===== src/rtl/fpl_pkg.sv =====
// ----------------------------------------------------------------------------
// fpl_pkg: shared types and constants of the four-pole ladder filter
// Fixed-point widths, register map, microcode word fields and the Q11
// truncating divide used by the datapath.
// ----------------------------------------------------------------------------
package fpl_pkg;

  // default input sample width
  localparam int SAMPLE_BITS_DEF = 16;

  // configuration port
  localparam int DATA_W = 32;
  localparam int ADDR_W = 3;
  localparam int CFG_W  = 12;
  localparam logic [0:0] REG_CUTOFF    = 1'b0;
  localparam logic [0:0] REG_RESONANCE = 1'b1;
  localparam logic [CFG_W-1:0] CUTOFF_RST    = 12'd2048;
  localparam logic [CFG_W-1:0] RESONANCE_RST = 12'd0;

  // Q11 arithmetic
  localparam int FRAC    = 11;
  localparam int Q_ONE   = 2048;
  localparam int P_GAIN  = 1638;
  localparam int STAGE_W = 32;
  localparam int MA_W    = STAGE_W + 1;   // multiplier operand a
  localparam int MB_W    = 14;            // multiplier operand b
  localparam int PROD_W  = MA_W + MB_W;
  localparam int Q_W     = PROD_W - FRAC; // product after /2048
  localparam int DIFF_W  = Q_W + 1;       // stage value before wrap or clip
  localparam int P_W     = 13;            // stage gain p
  localparam int T_W     = 12;            // 1638*c/2048
  localparam int BP_W    = 34;

  // sequencer
  localparam int PC_W = 5;

  // stage indices
  localparam logic [1:0] STG_ONE   = 2'd0;
  localparam logic [1:0] STG_TWO   = 2'd1;
  localparam logic [1:0] STG_THREE = 2'd2;
  localparam logic [1:0] STG_FOUR  = 2'd3;

  typedef enum logic [1:0] {
    C_NEXT,
    C_IN,
    C_OUT,
    C_HOME
  } cond_t;

  typedef enum logic [2:0] {
    MUL_NONE,
    MUL_GAIN_C,
    MUL_T_DC,
    MUL_RES_S4,
    MUL_Y_F,
    MUL_SUM_P
  } mul_t;

  typedef enum logic [2:0] {
    ACC_NONE,
    ACC_T,
    ACC_P,
    ACC_X,
    ACC_LOAD,
    ACC_STAGE
  } acc_t;

  typedef enum logic [1:0] {
    SUM_NONE,
    SUM_X_PREV,
    SUM_STG_OLD
  } sum_t;

  // one control word of the microprogram
  typedef struct packed {
    cond_t      cond;
    mul_t       mul;
    logic [1:0] mstg;
    acc_t       acc;
    sum_t       sum;
    logic [1:0] wstg;
  } ctrl_t;

  // sequencer status toward datapath and output register
  typedef struct packed {
    logic in_take;
    logic out_load;
  } seq_st_t;

  localparam logic signed [PROD_W-1:0] DIV_ADJ = PROD_W'(Q_ONE - 1);

  // signed divide by 2048, truncating toward zero
  function automatic logic signed [Q_W-1:0] q11_div(input logic signed [PROD_W-1:0] v);
    logic signed [PROD_W-1:0] adj;
    adj = v + (v[PROD_W-1] ? DIV_ADJ : '0);
    return Q_W'(adj >>> FRAC);
  endfunction

endpackage


===== src/rtl/four_pole_ladder_filter.sv =====
// ----------------------------------------------------------------------------
// four_pole_ladder_filter: resonant four-pole ladder filter, Q11 fixed point
// A microcoded sequencer drives one shared multiplier through the gain
// derivation, the feedback and four one-pole stages for every sample.
// ----------------------------------------------------------------------------
// Usage:
//   Input channel (in_valid, in_stall, sample) takes one sample word when
//   in_valid is high and in_stall is low. Output channel (out_valid,
//   out_stall, lowpass, highpass, bandpass) gives one result word per sample.
//   Cutoff and resonance are written through the APB-style port (cutoff at
//   address 0, resonance at 4) while no sample is in flight.
// Program:
//   The take step and 16 further steps run 11 products through the single
//   multiplier, then one step loads the output register. The program then
//   returns to the take step, so the next sample can be taken while that
//   result is valid; no new sample is taken while one is in flight.
// Stall:
//   The output register holds a result while out_stall is high; the next
//   sample still runs, and the program then waits in its last step until
//   the output register is free, keeping in_stall high meanwhile.
// Reset:
//   Filter state clears to zero, cutoff returns to 2048, resonance to 0.
// ----------------------------------------------------------------------------
module four_pole_ladder_filter #(
  parameter int SAMPLE_BITS = fpl_pkg::SAMPLE_BITS_DEF
) (
  input  logic                              clk,
  input  logic                              rst,
  // configuration
  input  logic                              psel,
  input  logic                              penable,
  input  logic                              pwrite,
  input  logic [fpl_pkg::ADDR_W-1:0]        paddr,
  input  logic [fpl_pkg::DATA_W-1:0]        pwdata,
  output logic [fpl_pkg::DATA_W-1:0]        prdata,
  output logic                              pready,
  // input samples
  input  logic                              in_valid,
  output logic                              in_stall,
  input  logic signed [SAMPLE_BITS-1:0]     sample,
  // results
  output logic                              out_valid,
  input  logic                              out_stall,
  output logic signed [SAMPLE_BITS-1:0]     lowpass,
  output logic signed [SAMPLE_BITS+1:0]     highpass,
  output logic signed [fpl_pkg::BP_W-1:0]   bandpass
);
  import fpl_pkg::*;

  logic [CFG_W-1:0] cutoff;
  logic [CFG_W-1:0] resonance;
  logic             cfg_wr;
  logic             out_free;
  ctrl_t            ctrl;
  seq_st_t          seq_st;

  logic signed [SAMPLE_BITS-1:0] lowpass_val;
  logic signed [SAMPLE_BITS+1:0] highpass_val;
  logic signed [BP_W-1:0]        bandpass_val;

  // configuration registers
  assign pready = 1'b1;
  assign cfg_wr = psel && penable && pwrite && pready;

  always_ff @(posedge clk) begin
    if (rst) begin
      cutoff    <= CUTOFF_RST;
      resonance <= RESONANCE_RST;
    end else if (cfg_wr) begin
      case (paddr[ADDR_W-1])
        REG_CUTOFF:    cutoff    <= pwdata[CFG_W-1:0];
        REG_RESONANCE: resonance <= pwdata[CFG_W-1:0];
        default: ;
      endcase
    end
  end

  // register read-back
  always_comb begin
    case (paddr[ADDR_W-1])
      REG_CUTOFF:    prdata = {{(DATA_W-CFG_W){1'b0}}, cutoff};
      REG_RESONANCE: prdata = {{(DATA_W-CFG_W){1'b0}}, resonance};
      default:       prdata = '0;
    endcase
  end

  // control
  assign out_free = !out_valid || !out_stall;
  assign in_stall = (ctrl.cond != C_IN);

  fpl_sequencer u_seq (
    .clk      (clk),
    .rst      (rst),
    .in_valid (in_valid),
    .out_free (out_free),
    .ctrl     (ctrl),
    .st       (seq_st)
  );

  fpl_datapath #(
    .SAMPLE_BITS (SAMPLE_BITS)
  ) u_dp (
    .clk          (clk),
    .rst          (rst),
    .ctrl         (ctrl),
    .st           (seq_st),
    .sample       (sample),
    .cutoff       (cutoff),
    .resonance    (resonance),
    .lowpass_val  (lowpass_val),
    .highpass_val (highpass_val),
    .bandpass_val (bandpass_val)
  );

  // output register
  always_ff @(posedge clk) begin
    if (rst) begin
      out_valid <= 1'b0;
    end else if (seq_st.out_load) begin
      out_valid <= 1'b1;
      lowpass   <= lowpass_val;
      highpass  <= highpass_val;
      bandpass  <= bandpass_val;
    end else if (!out_stall) begin
      out_valid <= 1'b0;
    end
  end

  // checks
  a_busy_after_take: assert property (@(posedge clk) disable iff (rst)
    (in_valid && !in_stall) |=> in_stall)
    else $error("input taken while a sample is in flight");

  a_load_into_free: assert property (@(posedge clk) disable iff (rst)
    seq_st.out_load |-> (!out_valid || !out_stall))
    else $error("result loaded over a stalled result");

  a_valid_from_load: assert property (@(posedge clk) disable iff (rst)
    $rose(out_valid) |-> $past(seq_st.out_load))
    else $error("result shown without a program load step");

endmodule


===== src/rtl/fpl_sequencer.sv =====
// ----------------------------------------------------------------------------
// fpl_sequencer: microprogram store and step counter
// Steps through an 18-word control program per sample, waiting for an input
// word on the first step and for a free output register on the last.
// ----------------------------------------------------------------------------
module fpl_sequencer (
  input  logic            clk,
  input  logic            rst,
  input  logic            in_valid,
  input  logic            out_free,
  output fpl_pkg::ctrl_t  ctrl,
  output fpl_pkg::seq_st_t st
);
  import fpl_pkg::*;

  logic [PC_W-1:0] pc;
  logic [PC_W-1:0] pc_next;

  // control store: multiply in one step, use the product in the next
  function automatic ctrl_t ucode(input logic [PC_W-1:0] a);
    ctrl_t w;
    w = '{cond: C_NEXT, mul: MUL_NONE, mstg: STG_ONE, acc: ACC_NONE,
          sum: SUM_NONE, wstg: STG_ONE};
    case (a)
      5'd0: begin
        w.cond = C_IN;
        w.mul  = MUL_GAIN_C;
      end
      5'd1: w.acc = ACC_T;
      5'd2: w.mul = MUL_T_DC;
      5'd3: begin
        w.acc = ACC_P;
        w.mul = MUL_RES_S4;
      end
      5'd4: begin
        w.acc  = ACC_X;
        w.mul  = MUL_Y_F;
        w.mstg = STG_ONE;
      end
      5'd5: begin
        w.acc = ACC_LOAD;
        w.sum = SUM_X_PREV;
      end
      5'd6: w.mul = MUL_SUM_P;
      5'd7: begin
        w.acc  = ACC_STAGE;
        w.wstg = STG_ONE;
        w.mul  = MUL_Y_F;
        w.mstg = STG_TWO;
      end
      5'd8: begin
        w.acc  = ACC_LOAD;
        w.sum  = SUM_STG_OLD;
        w.wstg = STG_ONE;
      end
      5'd9: w.mul = MUL_SUM_P;
      5'd10: begin
        w.acc  = ACC_STAGE;
        w.wstg = STG_TWO;
        w.mul  = MUL_Y_F;
        w.mstg = STG_THREE;
      end
      5'd11: begin
        w.acc  = ACC_LOAD;
        w.sum  = SUM_STG_OLD;
        w.wstg = STG_TWO;
      end
      5'd12: w.mul = MUL_SUM_P;
      5'd13: begin
        w.acc  = ACC_STAGE;
        w.wstg = STG_THREE;
        w.mul  = MUL_Y_F;
        w.mstg = STG_FOUR;
      end
      5'd14: begin
        w.acc  = ACC_LOAD;
        w.sum  = SUM_STG_OLD;
        w.wstg = STG_THREE;
      end
      5'd15: w.mul = MUL_SUM_P;
      5'd16: begin
        w.acc  = ACC_STAGE;
        w.wstg = STG_FOUR;
      end
      5'd17: w.cond = C_OUT;
      default: w.cond = C_HOME;
    endcase
    return w;
  endfunction

  // next step and conditional jumps
  always_comb begin
    ctrl        = ucode(pc);
    st.in_take  = 1'b0;
    st.out_load = 1'b0;
    pc_next     = pc + PC_W'(1);
    case (ctrl.cond)
      C_IN: begin
        if (in_valid) begin
          st.in_take = 1'b1;
        end else begin
          pc_next = pc;
        end
      end
      C_OUT: begin
        if (out_free) begin
          st.out_load = 1'b1;
          pc_next     = '0;
        end else begin
          pc_next = pc;
        end
      end
      C_HOME: pc_next = '0;
      default: pc_next = pc + PC_W'(1);
    endcase
  end

  // step counter
  always_ff @(posedge clk) begin
    if (rst) begin
      pc <= '0;
    end else begin
      pc <= pc_next;
    end
  end

endmodule


===== src/rtl/fpl_datapath.sv =====
// ----------------------------------------------------------------------------
// fpl_datapath: shared multiplier, accumulator and filter state
// One signed multiplier with a product register, a Q11 truncating divide
// and the stage registers, all steered by the current control word.
// ----------------------------------------------------------------------------
module fpl_datapath #(
  parameter int SAMPLE_BITS = fpl_pkg::SAMPLE_BITS_DEF
) (
  input  logic                                clk,
  input  logic                                rst,
  input  fpl_pkg::ctrl_t                      ctrl,
  input  fpl_pkg::seq_st_t                    st,
  input  logic signed [SAMPLE_BITS-1:0]       sample,
  input  logic [fpl_pkg::CFG_W-1:0]           cutoff,
  input  logic [fpl_pkg::CFG_W-1:0]           resonance,
  output logic signed [SAMPLE_BITS-1:0]       lowpass_val,
  output logic signed [SAMPLE_BITS+1:0]       highpass_val,
  output logic signed [fpl_pkg::BP_W-1:0]     bandpass_val
);
  import fpl_pkg::*;

  localparam int XW   = SAMPLE_BITS + 3;
  localparam int HP_W = SAMPLE_BITS + 2;
  localparam logic signed [DIFF_W-1:0] SAT_HI =
    DIFF_W'((64'sd1 <<< (SAMPLE_BITS - 1)) - 64'sd1);
  localparam logic signed [DIFF_W-1:0] SAT_LO = ~SAT_HI;

  // filter state
  logic signed [STAGE_W-1:0]     s1, s2, s3;
  logic signed [SAMPLE_BITS-1:0] s4;
  logic signed [XW-1:0]          prev;

  // working registers
  logic signed [SAMPLE_BITS-1:0] sample_q;
  logic [T_W-1:0]                t;
  logic signed [P_W-1:0]         p;
  logic signed [XW-1:0]          x;
  logic signed [MA_W-1:0]        sum;
  logic signed [Q_W-1:0]         acc;
  logic signed [PROD_W-1:0]      prod;
  logic signed [STAGE_W-1:0]     old;

  logic signed [MB_W-1:0]        p_ext, f;
  logic signed [MA_W-1:0]        ma;
  logic signed [MB_W-1:0]        mb;
  logic signed [STAGE_W-1:0]     y_sel, w_sel;
  logic signed [Q_W-1:0]         q, cut_q, samp_q, p_sum, x_full;
  logic signed [DIFF_W-1:0]      diff;
  logic signed [SAMPLE_BITS-1:0] s4_sat;
  logic signed [MA_W-1:0]        sum_xp, sum_so;
  logic signed [XW:0]            hp_full;
  logic signed [BP_W-1:0]        bp_v;

  // damping f = 2p - 2048
  assign p_ext = {{(MB_W-P_W){p[P_W-1]}}, p};
  assign f     = (p_ext <<< 1) - $signed(MB_W'(Q_ONE));

  // stage selects for the multiplier and for write-back
  always_comb begin
    case (ctrl.mstg)
      STG_ONE:   y_sel = s1;
      STG_TWO:   y_sel = s2;
      STG_THREE: y_sel = s3;
      default:   y_sel = {{(STAGE_W-SAMPLE_BITS){s4[SAMPLE_BITS-1]}}, s4};
    endcase
    case (ctrl.wstg)
      STG_ONE:   w_sel = s1;
      STG_TWO:   w_sel = s2;
      STG_THREE: w_sel = s3;
      default:   w_sel = {{(STAGE_W-SAMPLE_BITS){s4[SAMPLE_BITS-1]}}, s4};
    endcase
  end

  // multiplier operand mux
  always_comb begin
    case (ctrl.mul)
      MUL_GAIN_C: begin
        ma = $signed({{(MA_W-CFG_W){1'b0}}, cutoff});
        mb = $signed(MB_W'(P_GAIN));
      end
      MUL_T_DC: begin
        ma = $signed({{(MA_W-T_W){1'b0}}, t});
        mb = $signed(MB_W'(Q_ONE)) - $signed({{(MB_W-CFG_W){1'b0}}, cutoff});
      end
      MUL_RES_S4: begin
        ma = {{(MA_W-SAMPLE_BITS){s4[SAMPLE_BITS-1]}}, s4};
        mb = $signed({{(MB_W-CFG_W){1'b0}}, resonance});
      end
      MUL_Y_F: begin
        ma = {y_sel[STAGE_W-1], y_sel};
        mb = f;
      end
      MUL_SUM_P: begin
        ma = sum;
        mb = p_ext;
      end
      default: begin
        ma = '0;
        mb = '0;
      end
    endcase
  end

  // product from the previous step, divided by 2048
  assign q      = q11_div(prod);
  assign cut_q  = $signed({{(Q_W-CFG_W){1'b0}}, cutoff});
  assign samp_q = {{(Q_W-SAMPLE_BITS){sample_q[SAMPLE_BITS-1]}}, sample_q};
  assign p_sum  = cut_q + q;
  assign x_full = samp_q - q;
  assign diff   = {q[Q_W-1], q} - {acc[Q_W-1], acc};

  // fourth stage clip
  always_comb begin
    if (diff > SAT_HI) begin
      s4_sat = SAT_HI[SAMPLE_BITS-1:0];
    end else if (diff < SAT_LO) begin
      s4_sat = SAT_LO[SAMPLE_BITS-1:0];
    end else begin
      s4_sat = diff[SAMPLE_BITS-1:0];
    end
  end

  // stage input sums
  assign sum_xp = {{(MA_W-XW){x[XW-1]}}, x} + {{(MA_W-XW){prev[XW-1]}}, prev};
  assign sum_so = {w_sel[STAGE_W-1], w_sel} + {old[STAGE_W-1], old};

  // datapath registers
  always_ff @(posedge clk) begin
    if (rst) begin
      s1   <= '0;
      s2   <= '0;
      s3   <= '0;
      s4   <= '0;
      prev <= '0;
    end else begin
      if (st.in_take) begin
        sample_q <= sample;
      end
      if (ctrl.mul != MUL_NONE) begin
        prod <= ma * mb;
      end
      case (ctrl.acc)
        ACC_T:    t   <= q[T_W-1:0];
        ACC_P:    p   <= p_sum[P_W-1:0];
        ACC_X:    x   <= x_full[XW-1:0];
        ACC_LOAD: acc <= q;
        ACC_STAGE: begin
          old <= w_sel;
          case (ctrl.wstg)
            STG_ONE:   s1 <= diff[STAGE_W-1:0];
            STG_TWO:   s2 <= diff[STAGE_W-1:0];
            STG_THREE: s3 <= diff[STAGE_W-1:0];
            default:   s4 <= s4_sat;
          endcase
        end
        default: ;
      endcase
      case (ctrl.sum)
        SUM_X_PREV: begin
          sum  <= sum_xp;
          prev <= x;
        end
        SUM_STG_OLD: sum <= sum_so;
        default: ;
      endcase
    end
  end

  // response outputs
  assign hp_full = {prev[XW-1], prev} - {{(XW+1-SAMPLE_BITS){s4[SAMPLE_BITS-1]}}, s4};
  assign bp_v    = {{(BP_W-STAGE_W){s3[STAGE_W-1]}}, s3}
                 - {{(BP_W-SAMPLE_BITS){s4[SAMPLE_BITS-1]}}, s4};

  assign lowpass_val  = s4;
  assign highpass_val = hp_full[HP_W-1:0];
  assign bandpass_val = bp_v + (bp_v <<< 1);

endmodule

===== config.mk =====
export PLATFORM = sky130hd
export DESIGN_NAME = four_pole_ladder_filter
export DESIGN_NICKNAME = d
export VERILOG_FILES = /design/src/rtl/fpl_pkg.sv /design/src/rtl/four_pole_ladder_filter.sv /design/src/rtl/fpl_sequencer.sv /design/src/rtl/fpl_datapath.sv
export SDC_FILE = /design/constraint.sdc
export NUM_CORES = 2
export LEC_CHECK = 0
export ABC_AREA = 1
export BUFFER_PORTS_ARGS = -buffer_cell sky130_fd_sc_hd__buf_2
export CAP_MARGIN = 20
export CORE_MARGIN = 2
export CORE_UTILIZATION = 45
export DETAILED_ROUTE_END_ITERATION = 10
export MAX_ROUTING_LAYER = met4
export PLACE_DENSITY_LB_ADDON = 0.1
export RECOVER_POWER = 50
export SLEW_MARGIN = 40
export SYNTH_ARGS = -nofsm -noshare
export SYNTH_HDL_FRONTEND = slang
export SYNTH_SLANG_ARGS = --single-unit
export TNS_END_PERCENT = 20

===== constraint.sdc =====
create_clock -name clk -period 18.1 [get_ports clk]
set_clock_uncertainty 0.1 [all_clocks]
set_input_delay 4.525 -clock clk [delete_from_list [all_inputs] [get_ports clk]]
set_output_delay 4.525 -clock clk [all_outputs]
set_load 0.05 [all_outputs]

== Word level (Yosys, flattened, before mapping) ==
Index checks and enable logic that the tools add are counted.
Word-level totals
  register bits: 437
  input port bits: 58
  output and inout bits: 103
  word-level logic and storage cells: 137
Cells by class
  add/subtract/negate cells: 12
  multiply operators: 1
  order comparisons: 2
  equality and inequality tests: 40
  mux-type cells: 24
  bitwise operators: 3
  reductions and logical operators: 35
Operators with widths (number)
  one-hot mux 32 bit (3 select lines): 2
  one-hot mux 33 bit (5 select lines): 1
  one-hot mux 14 bit (5 select lines): 1
  one-hot mux 33 bit (2 select lines): 1
  one-hot mux 32 bit (2 select lines): 1
  adder 47 x 11 -> 47 bit: 1
  multiplier 33 x 14 -> 47 bit: 1
  == test 5 x 4 -> 1 bit (second input constant): 8
  > comparator 37 x 16 -> 1 bit (second input constant): 1
  < comparator 37 x 16 -> 1 bit (second input constant): 1
  subtractor 36 x 36 -> 37 bit: 1
  adder 34 bit: 1
  adder 32 x 32 -> 33 bit: 1
  subtractor 32 x 16 -> 33 bit: 1
  two-way mux 16 bit: 2
  AND reduction 2 bit: 16
  one-hot mux 3 bit (5 select lines): 2
  adder 19 x 19 -> 20 bit: 1
  == test 5 x 3 -> 1 bit (second input constant): 4
  subtractor 16 x 19 -> 19 bit: 1
  one-hot mux 2 bit (3 select lines): 3
  subtractor 18 x 16 -> 18 bit: 1
  OR reduction 16 bit: 1
  OR reduction 4 bit: 4
  29 further kinds: 60

== Longest topological paths before layout ==
  depth after elaboration: 7
  gate-level depth with buffers: 43
  gate-level depth less buffers: 40

== Cells and area by module ==
From an unflattened synthesis, not the netlist that was laid out.
Unflattened totals
  cells, all modules: 6209
  area total of the unflattened synthesis: 47002.6 um^2
Modules (own cells, without submodules)
  fpl_datapath: instances 1, cells an instance 5812, area an instance 42933.7 um^2
  four_pole_ladder_filter: instances 1, cells an instance 284, area an instance 3439.5 um^2
  fpl_sequencer: instances 1, cells an instance 113, area an instance 629.4 um^2

== Worst setup path before layout ==
OpenSTA, ideal clock, no wires.
  kind: input-to-output
  start: in paddr[2] in the netlist's numbering
  end: out prdata[10] in the netlist's numbering
  arrival time: 5.965 ns
  path slack: 7.510 ns
  stages: 3
  buffers on the path: 2
  cells stage by stage: clkbuf_1 clkbuf_1 o21ai_0
On the way
  longest elaborated chain between the ends: 2
RTL lines
  start: declaration: line four_pole_ladder_filter.sv:33  | input logic [fpl_pkg::ADDR_W-1:0] paddr,
  NOT 1 bit
  one-hot mux 32 bit (2 select lines) *: line four_pole_ladder_filter.sv:80  | case (paddr[ADDR_W-1])
  end: declaration: line four_pole_ladder_filter.sv:35  | output logic [fpl_pkg::DATA_W-1:0] prdata,
Mark *: on every way between the ends. The rest lies on a longest branch, timed or not. The select of a mux whose other input is x is not followed.

== Final worst setup path ==
  start: reg u_seq.pc[1]
  end: reg u_dp.prod[46] (data pin)
On the way
  longest elaborated chain between the ends: 6
  elaborated cells on any way between the ends: 27
  those cells by class: mul: 1; eq/ne: 17; mux: 5; reduce/logical: 4
RTL lines
  start: declaration: line fpl_sequencer.sv:16  | logic [PC_W-1:0] pc;
  start signal: assignment: line fpl_sequencer.sv:123  | pc <= pc_next;
  == test 5 x 3 -> 1 bit / == test 5 x 4 -> 1 bit (equally long branches): line fpl_sequencer.sv:24  | case (a)
  OR reduction 4 bit (no source line) / one-hot mux 2 bit (3 select lines) (equally long branches)
  one-hot mux 3 bit (5 select lines) (tied with other cells): line fpl_sequencer.sv:24
  == test 3 bit (tied with other cells): line fpl_datapath.sv:76  | case (ctrl.mul)
  one-hot mux 33 bit (5 select lines) / one-hot mux 14 bit (5 select lines) (equally long branches): line fpl_datapath.sv:76
  multiplier 33 x 14 -> 47 bit *: line fpl_datapath.sv:140  | prod <= ma * mb;
  end signal: assignment: line fpl_datapath.sv:140
  end: declaration: line fpl_datapath.sv:40  | logic signed [PROD_W-1:0] prod;
Mark *: on every way between the ends. The rest lies on a longest branch, timed or not.
A chain may end at the register's enable or synchronous reset.

==> run_results.csv <==
group,metric,value,unit
sta,whs,0.371,ns
cells_and_area,drive_gt1_share,6.16,%
critical_path,reg2reg_slack,6.02,ns
synth,synthFlopType,"edfxtp_1",
sta,fin_ws,6.02,ns
floorplan,ioPinCount,161,
pwr,p_sw,5.18,mW
floorplan,die_h,323,um
synth,synth-edff-count,276,
grt,grt_use_met1,40.1,%
synth,synth-seq-cells,437,
grt,grt-busiest-layer,"met2",
synth,syn_inst,5808,
placed_design,hpwl,123,mm
drt,wl,154,mm
sta,fin_tns_setup,0,ns
sta,worstMarginPinSlew,4.53,ns
pwr,clockPowerShare,12.9,%
critical_path,crit_path_top_delay_cell,"clkbuf_1",
grt,gr-usage-met2,48.9,%
drt,vias,39500,
sta,fin_crit,12.08,ns
grt,grt_pass1_wl,235,mm
clock_network,ctsHtreeMaxLevel,2,
clock_network,post_cts_buffers,0,
drt,wl_per_cell,21.1,um
sta,setup_viol,0,
pwr,pwr-share-comb,69.7,%
synth,syn_area_per_cell,7.87,um^2
pwr,power.density,192,nW/um^2
synth,async_flop_share,0,%
pwr,p_leak,23.9,nW
clock_network,cts_hold_buf,0,
synth,yosysUniqueCellTypes,74,
placed_design,gp_congestion,0.955,
clock_network,ctsResizeCount,0,
drt,viasPerCell,5.42,
pwr,switching_share,54.3,%
synth,synth_seq_area_share,25.2,%
placed_design,dp_slack,7.54,ns
sta,hold_viol,0,
drt,ant_nets,0,
floorplan,die_width,323,um
grt,grt_pass1_vias,39100,
sta,period_share,66.7,%
run,max_cap_violations,5,
floorplan,rows,116,
pwr,ir_worst_vdd,0.255,mV
cells_and_area,fin_nets,6687,
grt,grtUsageTotal,30.8,%
critical_path,path_common_cell,"inv_1",
run_status,violations,"max-capacitance violations, max-slew violations",
critical_path,arrival,12.37,ns
cells_and_area,final_core_util,49.4,%
critical_path,critPathMaxStageDelay,1.57,ns
grt,grt_overflow,0,
drt,dr.first_iter.drc_count,3091,
pwr,power.internal,4.36,mW
critical_path,required,18.39,ns
sta,fmax,0.0828,GHz
grt,antenna_found_initial,4,
drt,firstDrtPassIters,6,
run_status,status,"complete, but fails checks",
grt,grt_max_degree,98,
floorplan,dieArea,104000,um^2
cells_and_area,area_delta_synth_final,8.46,%
grt,use_met3,4.37,%
drt,drc_errors,0,
sta,max-slew-margin-rel,-202,%
clock_network,cts_buffers,56,
clock_network,path_clk_slew,0.06,ns
floorplan,start_util,45.5,%
clock_network,ctsRootBufferMaster,"clkbuf_16",
critical_path,path_max_fanout,38,
clock_network,cts_sinks,437,
critical_path,path_class,"register to register",
clock_network,cts_tree,"built",
floorplan,coreArea,100000,um^2
sta,rsz0062_at_grt,"no",
synth,synth_warnings,0,
clock_network,clkLatencyLatePin,0.68,ns
cells_and_area,fillers,10100,
clock_network,clock_path_buffers,3,
synth,syn-cell-area,45700,um^2
placed_design,port_buffers,117,
critical_path,end_kind,"register",
sta,slew_viol_final,255,
critical_path,critPathLaunchType,"register",
pwr,pwr-share-seq,17.4,%
worst_hold_path,hp-class,"register to register",
## synth_stat cells, drive strengths merged (4+ instances only)
| master | instances | area [um^2] |
|---|---|---|
| nand2 | 1134 | 4270 |
| inv | 1110 | 4170 |
| nor2 | 600 | 2340 |
| a21oi | 450 | 2270 |
| fa | 432 | 8650 |
| o21ai | 350 | 1760 |
| ha | 321 | 4020 |
| edfxtp | 276 | 8290 |
| dfxtp | 161 | 3220 |
| nand3 | 154 | 833 |
| xor2 | 134 | 1170 |
| buf | 108 | 632 |
| nor3 | 79 | 478 |
| xnor2 | 68 | 596 |
| clkbuf | 62 | 233 |
| o211ai | 46 | 350 |
| nand4 | 44 | 275 |
| a31oi | 40 | 250 |
| a221oi | 29 | 290 |
| o21a | 21 | 158 |
| or2 | 19 | 121 |
| a21o | 18 | 135 |
| nor4 | 18 | 128 |
| o221ai | 16 | 146 |
| o22ai | 16 | 100 |
| o21bai | 14 | 105 |
| a211oi | 12 | 100 |
| a21boi | 12 | 90.1 |
| a22oi | 9 | 67.6 |
| o2111ai | 8 | 70.1 |
| a32oi | 7 | 61.3 |
| o31ai | 6 | 45.0 |
| nand3b | 5 | 37.5 |
| nor3b | 5 | 58.8 |
| and2 | 4 | 25.0 |
## worst paths after layout
path | start | end | cells after the start
worst max-delay path | u_seq.pc[1] | u_dp.prod[46] | 36
worst min register to register | u_dp.lowpass_val[11] | lowpass[11] | 0
worst min-delay path | u_dp.lowpass_val[11] | lowpass[11] | 0
worst max register to register | u_seq.pc[1] | u_dp.prod[46] | 36
## layout by cell type, fill, tap and decap left out, types with 9 or more instances in the layout
master	count
nand2_1	1130
inv_1	1066
nor2_1	583
a21oi_1	444
fa_1	432
o21ai_0	335
ha_1	321
edfxtp_1	276
dfxtp_1	161
nand3_1	146
xor2_1	134
buf_2	114
xnor2_1	68
nor3_1	65
clkbuf_16	58
o211ai_1	45
nand4_1	44
inv_2	40
a31oi_1	39
buf_4	26
a221oi_1	25
clkbuf_1	23
o21a_1	21
conb_1	21
a21o_1	18
nor4_1	17
o22ai_1	16
or2_2	15
o221ai_1	15
o21ai_1	14
o21bai_1	14
a21boi_0	12
nor2_4	11
a211oi_1	10
a22oi_1	9
nor3_2	9
## through the flow
| step | power [mW] | instances | area [um^2] |
|---|---|---|---|
| finish | 9.53 | 7284 | 49600 |
| global route | 10.4 | 7284 | 49600 |
| CTS | 9.55 | 7280 | 49700 |
| detailed placement | 8.23 | 7174 | 47600 |
| global placement | 8.25 | 7172 | 47600 |
| floorplan | 6.31 | 5827 | 45800 |
## flip-flops by register name, indices dropped and copies added, names as in the netlist, 13 cells and up
name              cells
u_dp.prod            47
u_dp.acc             36
bandpass             34
u_dp.sum             33
u_dp.old             32
u_dp.s1              32
u_dp.s2              32
u_dp.s3              32
u_dp.prev            19
u_dp.x               19
highpass             18
lowpass              16
u_dp.lowpass_val     16
u_dp.sample_q        16
u_dp.p               13
## power by group through the flow
stage	Combinational [mW]	Sequential (mW)	Clock (mW)
2_1_floorplan	4.67	1.63	0
3_3_place_gp	6.57	1.68	0
3_5_place_dp	6.56	1.68	0
4_1_cts	6.64	1.66	1.25
5_1_grt	7.44	1.67	1.29
6_report	6.65	1.66	1.23
## cell type report
type | count | area [um^2] | area share [%]
Multi-Input combinational cell | 4109 | 29300 | 59.1
Tap cell | 1357 | 1700 | 3.42
Sequential cell | 437 | 11500 | 23.2
Clock buffer | 68 | 1540 | 3.11
Timing Repair Buffer | 161 | 867 | 1.75
Inverter | 1111 | 4180 | 8.43
Clock inverter | 38 | 487 | 0.981
Antenna cell | 3 | 7.51 | 0.0151
## per-layer routing
metal,part of all wire [%],routed length [um],vias to the layer above
li1,-,-,18800
met3,6.8,10400,259
met1,43,66800,19100
met5,0,0,-
met2,46,70700,1309
met4,3.9,5950,0
## logic make-up (layout without fill, tap and decap cells)
group,count (synthesis),in the layout,synth area share (%)
buf+inv,1281,1378,11.0
other cells,2,24,0.0164
simple gates,2064,2064,18.8
flops,437,437,25.2
compound gates,1069,1069,13.4
fa+ha+maj,753,753,27.7
xor+xnor,202,202,3.87
## critical path, delay by kind of cell, from the launching register on
kind                     cells  cell delay (ns)
XOR/XNOR                     1             0.16
flip-flops                   1             0.34
AND/OR/NAND/NOR              9             1.35
buffers and inverters       11             4.14
adder cells (fa/ha/maj)      8             3.80
AO/OA/AOI/OAI                7             1.80
Note: power is estimated with default switching activity, not from simulation.
